### src/hdl/wnm_pkg.sv
// ----------------------------------------------------------------------------
// Wildcard name matcher package
// Shared constants, action codes and transfer types.
// ----------------------------------------------------------------------------
package wnm_pkg;

  // default capacity of the mask store in bytes
  localparam int unsigned MaxMaskDefault = 32;

  // mask bytes with a special meaning
  localparam logic [7:0] STAR_BYTE  = 8'd42;
  localparam logic [7:0] QMARK_BYTE = 8'd63;

  // width of the padded result word
  localparam int unsigned OutDataW = 8;

  // input transaction kinds
  typedef enum logic [1:0] {
    ACT_CLEAR  = 2'd0,
    ACT_APPEND = 2'd1,
    ACT_NAME   = 2'd2,
    ACT_END    = 2'd3
  } action_e;

  // broadcast to every cell of the chain
  typedef struct packed {
    logic       feed;
    logic       rearm;
    logic [7:0] char_byte;
  } wnm_ctrl_t;

  // one result, matched in the lowest bit
  typedef struct packed {
    logic mask_overflow;
    logic matched;
  } result_t;

endpackage

### src/hdl/wildcard_name_matcher.sv
// ----------------------------------------------------------------------------
// Wildcard name matcher
// Whole-name glob match of streamed names against a loaded '*'/'?' mask.
// ----------------------------------------------------------------------------
// One transaction per clock cycle of every kind (clear, mask append, name
// byte, end of name) while the skid stage is empty; each end of name result
// is registered, in the skid stage if the output waits. The mask lives in a
// row of MAX_MASK cells, one byte and one activity bit each; a name byte steps
// all cells at once, each handing its advance to the next cell. Closure across
// '*' runs is a carry chain of MAX_MASK+1 bits over the whole row, and that
// chain together with the per-cell byte compare sets the clock period. Mask
// bytes beyond MAX_MASK are dropped and flagged until the next clear. A two
// deep output buffer lets the slave side keep going while a result waits.
module wildcard_name_matcher
  import wnm_pkg::*;
#(
  parameter int unsigned MAX_MASK = MaxMaskDefault
) (
  input  logic                clk_i,
  input  logic                rst_ni,
  input  logic                s_axis_tvalid_i,
  output logic                s_axis_tready_o,
  input  logic [7:0]          s_axis_tdata_i,  // [7:0] char_byte
  input  logic [1:0]          s_axis_tuser_i,  // [1:0] action
  output logic                m_axis_tvalid_o,
  input  logic                m_axis_tready_i,
  output logic [OutDataW-1:0] m_axis_tdata_o   // [0] matched, [1] mask_overflow
);

  localparam int unsigned LenW = $clog2(MAX_MASK + 1);

  logic            in_acc;
  action_e         action;
  wnm_ctrl_t       ctrl;
  logic            append;
  logic            room;
  logic [LenW-1:0] len_q, len_d;
  logic            ovf_q, ovf_d;
  logic            raw_last_q, raw_last_d;
  logic [MAX_MASK:0] raw, star, closed, seed, carry_sum, adv_chain;
  logic            hit;
  logic            push;
  result_t         res_in, res_out;
  logic            space;

  // input transaction decode
  assign in_acc          = s_axis_tvalid_i & s_axis_tready_o;
  assign action          = action_e'(s_axis_tuser_i);
  assign ctrl.feed       = in_acc && (action == ACT_NAME);
  assign ctrl.rearm      = in_acc && (action != ACT_NAME);
  assign ctrl.char_byte  = s_axis_tdata_i;
  assign append          = in_acc && (action == ACT_APPEND);
  assign room            = (len_q != LenW'(MAX_MASK));

  // mask length and sticky overflow
  always_comb begin
    len_d = len_q;
    ovf_d = ovf_q;
    if (in_acc && (action == ACT_CLEAR)) begin
      len_d = '0;
      ovf_d = 1'b0;
    end else if (append) begin
      if (room) begin
        len_d = len_q + LenW'(1);
      end else begin
        ovf_d = 1'b1;
      end
    end
  end

  // activity of the position past the last cell
  always_comb begin
    raw_last_d = raw_last_q;
    if (ctrl.rearm) begin
      raw_last_d = 1'b0;
    end else if (ctrl.feed) begin
      raw_last_d = adv_chain[MAX_MASK];
    end
  end

  always_ff @(posedge clk_i or negedge rst_ni) begin
    if (!rst_ni) begin
      len_q      <= '0;
      ovf_q      <= 1'b0;
      raw_last_q <= 1'b0;
    end else begin
      len_q      <= len_d;
      ovf_q      <= ovf_d;
      raw_last_q <= raw_last_d;
    end
  end

  // row of cells
  assign adv_chain[0] = 1'b0;
  for (genvar i = 0; i < MAX_MASK; i++) begin : g_cell
    wnm_cell #(
      .FIRST_CELL (i == 0)
    ) u_cell (
      .clk_i    (clk_i),
      .rst_ni   (rst_ni),
      .ctrl_i   (ctrl),
      .wr_en_i  (append && (len_q == LenW'(i))),
      .in_use_i (LenW'(i) < len_q),
      .closed_i (closed[i]),
      .adv_i    (adv_chain[i]),
      .adv_o    (adv_chain[i+1]),
      .star_o   (star[i]),
      .raw_o    (raw[i])
    );
  end
  assign star[MAX_MASK] = 1'b0;
  assign raw[MAX_MASK]  = raw_last_q;

  // closure across star runs as a carry chain
  assign seed      = raw & star;
  assign carry_sum = star + seed;
  assign closed    = raw | (carry_sum ^ star ^ seed);

  // end of name result
  assign hit                  = (len_q == '0) | closed[len_q];
  assign push                 = in_acc && (action == ACT_END);
  assign res_in.matched       = hit;
  assign res_in.mask_overflow = ovf_q;

  wnm_out_buf u_out_buf (
    .clk_i   (clk_i),
    .rst_ni  (rst_ni),
    .push_i  (push),
    .res_i   (res_in),
    .take_i  (m_axis_tvalid_o & m_axis_tready_i),
    .space_o (space),
    .valid_o (m_axis_tvalid_o),
    .res_o   (res_out)
  );

  assign s_axis_tready_o = space;
  assign m_axis_tdata_o  = {{(OutDataW - $bits(result_t)){1'b0}}, res_out};

endmodule

### src/hdl/wnm_cell.sv
// ----------------------------------------------------------------------------
// Wildcard name matcher cell
// Holds one mask byte and the pre-closure activity bit of its position.
// ----------------------------------------------------------------------------
module wnm_cell
  import wnm_pkg::*;
#(
  parameter bit FIRST_CELL = 1'b0
) (
  input  logic      clk_i,
  input  logic      rst_ni,
  input  wnm_ctrl_t ctrl_i,
  input  logic      wr_en_i,
  input  logic      in_use_i,
  input  logic      closed_i,
  input  logic      adv_i,
  output logic      adv_o,
  output logic      star_o,
  output logic      raw_o
);

  logic [7:0] mask_byte_q;
  logic       raw_q, raw_d;
  logic       byte_is_star;
  logic       char_fits;
  logic       stay;

  // mask byte, written once per append at this position
  always_ff @(posedge clk_i) begin
    if (wr_en_i) begin
      mask_byte_q <= ctrl_i.char_byte;
    end
  end

  // local transition for the incoming name byte
  assign byte_is_star = (mask_byte_q == STAR_BYTE);
  assign char_fits    = (mask_byte_q == QMARK_BYTE) || (mask_byte_q == ctrl_i.char_byte);
  assign star_o       = in_use_i & byte_is_star;
  assign stay         = closed_i & star_o;
  assign adv_o        = closed_i & in_use_i & ~byte_is_star & char_fits;

  // activity bit: rearm, step, or hold
  always_comb begin
    raw_d = raw_q;
    if (ctrl_i.rearm) begin
      raw_d = FIRST_CELL;
    end else if (ctrl_i.feed) begin
      raw_d = stay | adv_i;
    end
  end

  always_ff @(posedge clk_i or negedge rst_ni) begin
    if (!rst_ni) begin
      raw_q <= FIRST_CELL;
    end else begin
      raw_q <= raw_d;
    end
  end

  assign raw_o = raw_q;

endmodule

### src/hdl/wnm_out_buf.sv
// ----------------------------------------------------------------------------
// Wildcard name matcher output buffer
// Output register with a skid stage so input keeps flowing under stall.
// ----------------------------------------------------------------------------
module wnm_out_buf
  import wnm_pkg::*;
(
  input  logic    clk_i,
  input  logic    rst_ni,
  input  logic    push_i,
  input  result_t res_i,
  input  logic    take_i,
  output logic    space_o,
  output logic    valid_o,
  output result_t res_o
);

  logic    out_valid_q, out_valid_d;
  logic    skid_valid_q, skid_valid_d;
  result_t out_res_q, out_res_d;
  result_t skid_res_q, skid_res_d;

  // next state of both stages
  always_comb begin
    out_valid_d  = out_valid_q;
    skid_valid_d = skid_valid_q;
    out_res_d    = out_res_q;
    skid_res_d   = skid_res_q;
    if (skid_valid_q) begin
      if (take_i) begin
        out_res_d    = skid_res_q;
        skid_valid_d = 1'b0;
      end
    end else if (push_i) begin
      if (out_valid_q && !take_i) begin
        skid_res_d   = res_i;
        skid_valid_d = 1'b1;
      end else begin
        out_res_d   = res_i;
        out_valid_d = 1'b1;
      end
    end else if (take_i) begin
      out_valid_d = 1'b0;
    end
  end

  // control flags
  always_ff @(posedge clk_i or negedge rst_ni) begin
    if (!rst_ni) begin
      out_valid_q  <= 1'b0;
      skid_valid_q <= 1'b0;
    end else begin
      out_valid_q  <= out_valid_d;
      skid_valid_q <= skid_valid_d;
    end
  end

  // payload
  always_ff @(posedge clk_i) begin
    out_res_q  <= out_res_d;
    skid_res_q <= skid_res_d;
  end

  assign space_o = ~skid_valid_q;
  assign valid_o = out_valid_q;
  assign res_o   = out_res_q;

endmodule

### config.mk
export PLATFORM = sky130hd
export DESIGN_NAME = wildcard_name_matcher
export DESIGN_NICKNAME = d
export VERILOG_FILES = /design/src/hdl/wnm_pkg.sv /design/src/hdl/wildcard_name_matcher.sv /design/src/hdl/wnm_cell.sv /design/src/hdl/wnm_out_buf.sv
export SDC_FILE = /design/constraint.sdc
export NUM_CORES = 1
export LEC_CHECK = 0
export BUFFER_PORTS_ARGS = -buffer_cell sky130_fd_sc_hd__buf_2
export CORE_MARGIN = 2
export CORE_UTILIZATION = 60
export DETAILED_ROUTE_END_ITERATION = 12
export MAX_ROUTING_LAYER = met4
export PLACE_DENSITY_LB_ADDON = 0.05
export REMOVE_ABC_BUFFERS = 1
export SLEW_MARGIN = 5
export SYNTH_ARGS = -nofsm -noshare
export SYNTH_HDL_FRONTEND = slang
export SYNTH_SLANG_ARGS = --single-unit
export TNS_END_PERCENT = 100
### constraint.sdc
create_clock -name clk_i -period 5.2 [get_ports clk_i]
set_input_delay 1.04 -clock clk_i [delete_from_list [all_inputs] [get_ports clk_i]]
set_output_delay 1.04 -clock clk_i [all_outputs]
set_load 0.005 [all_outputs]
# After elaboration in Yosys (flattened, before gate mapping)
# Cells that the tools add are included.
# word_totals
register_bits,302
word_cells,643
inputBits,14
out_inout_bits,10
# op_classes
addsub,2
n_eq_ne,136
bitwise,231
n_reduce_logical,83
muxes,85
n_lt_le_gt_ge,33
# ops
op,count
$eq A8 B6 Y1 const B,64
$eq A8 B8 Y1,32
$and A1 B1 Y1,162
$eq A6 B5 Y1 const B,16
$lt A5 B6 Y1 const A,16
$mux W1,77
$eq A6 B4 Y1 const B,8
$lt A4 B6 Y1 const A,8
$logic_and A1 B1 Y1,38
$add A32 B33 Y33,1
$and A33 B32 Y33,1
$not A1 Y1,33
$or A33 B33 Y33,1
$xor A33 B32 Y33,1
$xor A33 B33 Y33,1
$logic_or A1 B1 Y1,32
$or A1 B1 Y1,32
$eq A6 B3 Y1 const B,4
$lt A3 B6 Y1 const A,4
$mux W6,3
$eq A6 B2 Y1 const B,2
$lt A1 B6 Y1 const A,2
$lt A2 B6 Y1 const A,2
$reduce_bool A2 Y1,5
other kinds (15),25

# Longest topological paths before layout
# logic_depth
depth_word,13
depth_mapped,17
mapped_depth_nobuf,14

# Cells and area by module
# A second synthesis with hierarchy kept.
# unflattened
hier_cells,1622
hier_area_um2,17379.2
# by_module_without_submodules
mod,area_per_inst_um2,seq_area_each_um2,n_inst,cells_per_inst
wnm_cell (g_cell[10].u_cell ...),449.2,265.3,31,36
wildcard_name_matcher,2752.6,200.2,1,455
wnm_cell (g_cell[0].u_cell),429.2,266.5,1,34
wnm_out_buf,272.8,170.2,1,17

# Least setup slack after synthesis
# Ideal clock, no wire load.
# synth_timing
path_kind,register -> register
startpoint,register len_q[1]
endpoint,register u_out_buf.out_res_q (netlist bit u_out_buf.res_o[0]) (data pin)
synth_period_minus_slack_ps,4018
setup_time_ps,261
slack_ps,1182
path_stages_with_launch,18
required_ps,4939
arrival_time_ps,3757
path_buffers,3
cell_sequence,dfrtp_1 buf_6 inv_1 clkbuf_1 ha_1 clkbuf_1 or2b_1 o2bb2ai_1 a31oi_1 o31ai_1 a22o_1 or2_1 a41o_1 a221oi_2 o2111ai_1 o21ai_1 nand3_2 a221o_1
# synth_lines
element,line_no,text
start: declaration,wildcard_name_matcher.sv:37,"logic [LenW-1:0] len_q, len_d;"
start signal: assignment,wildcard_name_matcher.sv:87,len_q <= len_d;
end signal: assignment,wnm_out_buf.sv:60,out_res_q <= out_res_d;
end: declaration,wnm_out_buf.sv:20,"result_t out_res_q, out_res_d;"

==> results.sh <==
export IMPL_finalSetupViolations=0
export IMPL_cap_violations=0
export IMPL_finalCriticalPeriod_ns=4.69
export IMPL_arrival_ns=5.01
export IMPL_ir_drop_mv=0.344
export IMPL_tns_ns=0
export IMPL_crit_fanout=11
export IMPL_clock_sinks=302
export IMPL_synth_common_cells="edfxtp_1 (260), nor2_1 (153), xor2_1 (136)"
export IMPL_fillers=2182
export IMPL_post_cts_buffers=0
export IMPL_drc=0
export IMPL_initialDrtViolationCount=1376
export IMPL_cpMaxStageDelayCell="o41ai_1"
export IMPL_ys_types=103
export IMPL_syn_area_sq_mm=0.0173
export IMPL_synth_top_area_share_pct=45.2
export IMPL_row_count=62
export IMPL_cts_path_max_buffers=3
export IMPL_worstMarginPinSlew_ns=1.21
export IMPL_design_die_area_sq_mm=0.0302
export IMPL_antenna_left=0
export IMPL_finClkSkew_ns=0.0143
export IMPL_multi_input_area_sq_mm=0.00796
export IMPL_avgSynthCellArea_sq_um=10.6
export IMPL_synth_edff_count=260
export IMPL_cts_root_buf="clkbuf_16"
export IMPL_yosysMostFrequentCell="edfxtp_1"
export IMPL_cts_resized=0
export IMPL_startpoint_type="flip-flop"
export IMPL_worstPathCellList="inv_1, ha_1, or2b_1, o2bb2ai_1, a211oi_1, nor4_1, a21oi_1, nand2_1, a211oi_1, o221ai_1, o41ai_1, o2111a_1, nand3_2, a221o_1"
export IMPL_io_buffer_count=17
export IMPL_report_final_hold_viol_count=0
export IMPL_die_w_microns=174
export IMPL_grt_total_usage_pct=32.7
export IMPL_status="completed"
export IMPL_fin_nets=1663
export IMPL_cpPeakStageDelay_ns=0.61
export IMPL_grt_pass1_wl_microns=74700
export IMPL_p_total_mw=5.75
export IMPL_grt_max_degree=64
export IMPL_critPathKind="reg -> reg"
export IMPL_synthXorXnorAreaFrac_pct=13.0
export IMPL_synth_simple_gate_area_share_pct=19.5
export IMPL_cts_made_buffers=31
export IMPL_power_leakage_nw=6.09
export IMPL_rsz0062_at_grt="false"
export IMPL_die_h_microns=174
export IMPL_synthFlopType="edfxtp_1"
export IMPL_antennaDiodeCount=0
export IMPL_critPathCaptureType="flip-flop"
export IMPL_max_slew_margin_rel_pct=18.4
export IMPL_first_global_vias=13032
export IMPL_cts_hold_buf=0
export IMPL_async_reset_ff_share_pct=13.9
export IMPL_crit_required_ns=5.52
export IMPL_yosys_register_bits=302
export IMPL_clk_latency_ns=0.57
export IMPL_drv_slew=0
export IMPL_synthAdderAreaFrac_pct=0.290
export IMPL_place_congestion=1.06
export IMPL_seq_area_sq_mm=0.00886
export IMPL_wl_microns=48000
export IMPL_synth_top_area_cell="edfxtp_1"
export IMPL_cts_tree="yes"
export IMPL_drive_gt1_share_pct=9.05
export IMPL_pre_cts_ws_ns=0.647
export IMPL_worst_setup_hold_path_clk_slew_ns=0.06
export IMPL_ys_seq_area_share_pct=51.3
export IMPL_yosys_warnings=0
export IMPL_viasPerCell=6.60
export IMPL_crit_family="compound AO/OA/AOI/OAI gates"
export IMPL_coreArea_sq_mm=0.0285
export IMPL_grt_ovfl_total=0
export IMPL_antenna_found_initial=0
export IMPL_initial_utilization_pct=60.5
export IMPL_pin_count=24
export IMPL_synthTopCellsByArea="edfxtp_1 (45%), xor2_1 (6.9%), xnor2_1 (6.1%), dfrtp_1 (5.9%), nor2_1 (3.3%)"
export IMPL_wire_per_inst_microns=23.4
export IMPL_synthCells=1629
export IMPL_drt_pass1_iterations=7
export IMPL_path_buf_inv=1
export IMPL_synth_top_family_by_area="simple AND/OR/NAND/NOR gates"
export IMPL_p_per_area_mw_per_mm2=304
export IMPL_dp_hpwl_microns=34300
export IMPL_min_path_type="reg -> reg"
export IMPL_synth_compound_area_share_pct=12.9
export IMPL_max_freq_mhz=213
export IMPL_h_tree_depth=1
export IMPL_syn_to_final_growth_pct=9.26
export IMPL_vias=13545
export IMPL_timing_hold_ws_ns=0.507
export IMPL_cpMostUsedCell="a211oi_1"
export IMPL_finalCritPeriodShare_pct=90.2
export IMPL_synthMuxAreaShare_pct=0.188
export IMPL_setup_slack_ns=0.507
through the flow:
| step | instance area (sq um) | utilization, % | std cells |
|---|---|---|---|
| finish | 18900 | 66.1 | 2053 |
| global route | 18900 | 66.1 | 2053 |
| CTS | 18900 | 66.1 | 2053 |
| detailed placement | 17800 | 62.5 | 1996 |
| global placement | 17800 | 62.5 | 1996 |
| floorplan | 16900 | - | 1556 |
sequential cells by signal, indices dropped and copies added, names as in the netlist:
name / flops
g_cell.u_cell.mask_byte_q: 256
g_cell.u_cell.raw_o: 32
len_q: 6
u_out_buf.res_o: 2
u_out_buf.skid_res_q: 2
ovf_q: 1
raw_last_q: 1
u_out_buf.skid_valid_q: 1
u_out_buf.valid_o: 1
per-layer routing:
layer | part of all wire (%) | up-vias | track usage [%]
li1 | - | 6207 | -
met1 | 44 | 6643 | 44.5
met2 | 45 | 574 | 50.4
met3 | 7.8 | 121 | 6.23
met4 | 3.1 | 0 | 10.0
met5 | 0 | - | -
path summary, 6_finish.rpt:
path                            start                 endpoint  slack, ns  depth (start not counted)
min reg2reg                raw_last_q               raw_last_q       0.51                          1
max                          len_q[1]       u_out_buf.res_o[0]       0.51                         14
min in group asynchronous      rst_ni  g_cell[12].u_cell.raw_o       0.68                          1
min                        raw_last_q               raw_last_q       0.51                          1
max in group asynchronous      rst_ni   u_out_buf.skid_valid_q       3.81                          1
max reg2reg                  len_q[1]       u_out_buf.res_o[0]       0.51                         14
report_power, final:
part | internal, mW | switching (mW)
registers | 2.66 | 0.0612
clock network | 1.31 | 0.935
logic | 0.254 | 0.518
final cells by class:
class,instances,share of cell area [%]
inverters,34,0.676
clock inverters,16,0.895
well taps,384,2.55
clock buffers,41,4.57
flip-flops and latches,302,46.9
multi-input cells,1220,42.2
repair buffers,56,2.20
cells in the final DEF (no fill, tap or decap), drive strengths merged, types with 10 or more instances in the layout:
cell type,n
xnor2,120
a21oi,68
a31oi,18
nor2,154
xor2,136
edfxtp,260
or3,23
clkinv,10
o211ai,12
and3,19
a211oi,15
inv,35
o31ai,15
o21ai,69
a22o,16
nand3,39
nor3,51
o22ai,17
or2,12
clkbuf,41
nand4,50
nor4,62
nand2,111
buf,56
dfrtp,41
or4,27
cells by family after synthesis:
logic type,count (synthesis)
other,1
xor gates and xnor gates,256
adders and majority gates,4
and+or+nand+nor,625
buffers and inverters,112
DFF,302
AOI/OAI and AO/OA,326
muxes,3
worst register-to-register path: stages (launching register included):
cell and delay (ns):
dfrtp_1 0.53, inv_1 0.14, ha_1 0.40, or2b_1 0.33
o2bb2ai_1 0.20, a211oi_1 0.31, nor4_1 0.10, a21oi_1 0.31
nand2_1 0.20, a211oi_1 0.44, o221ai_1 0.18, o41ai_1 0.61
o2111a_1 0.32, nand3_2 0.09, a221o_1 0.30
Note: power is estimated with default switching activity, not from simulation.
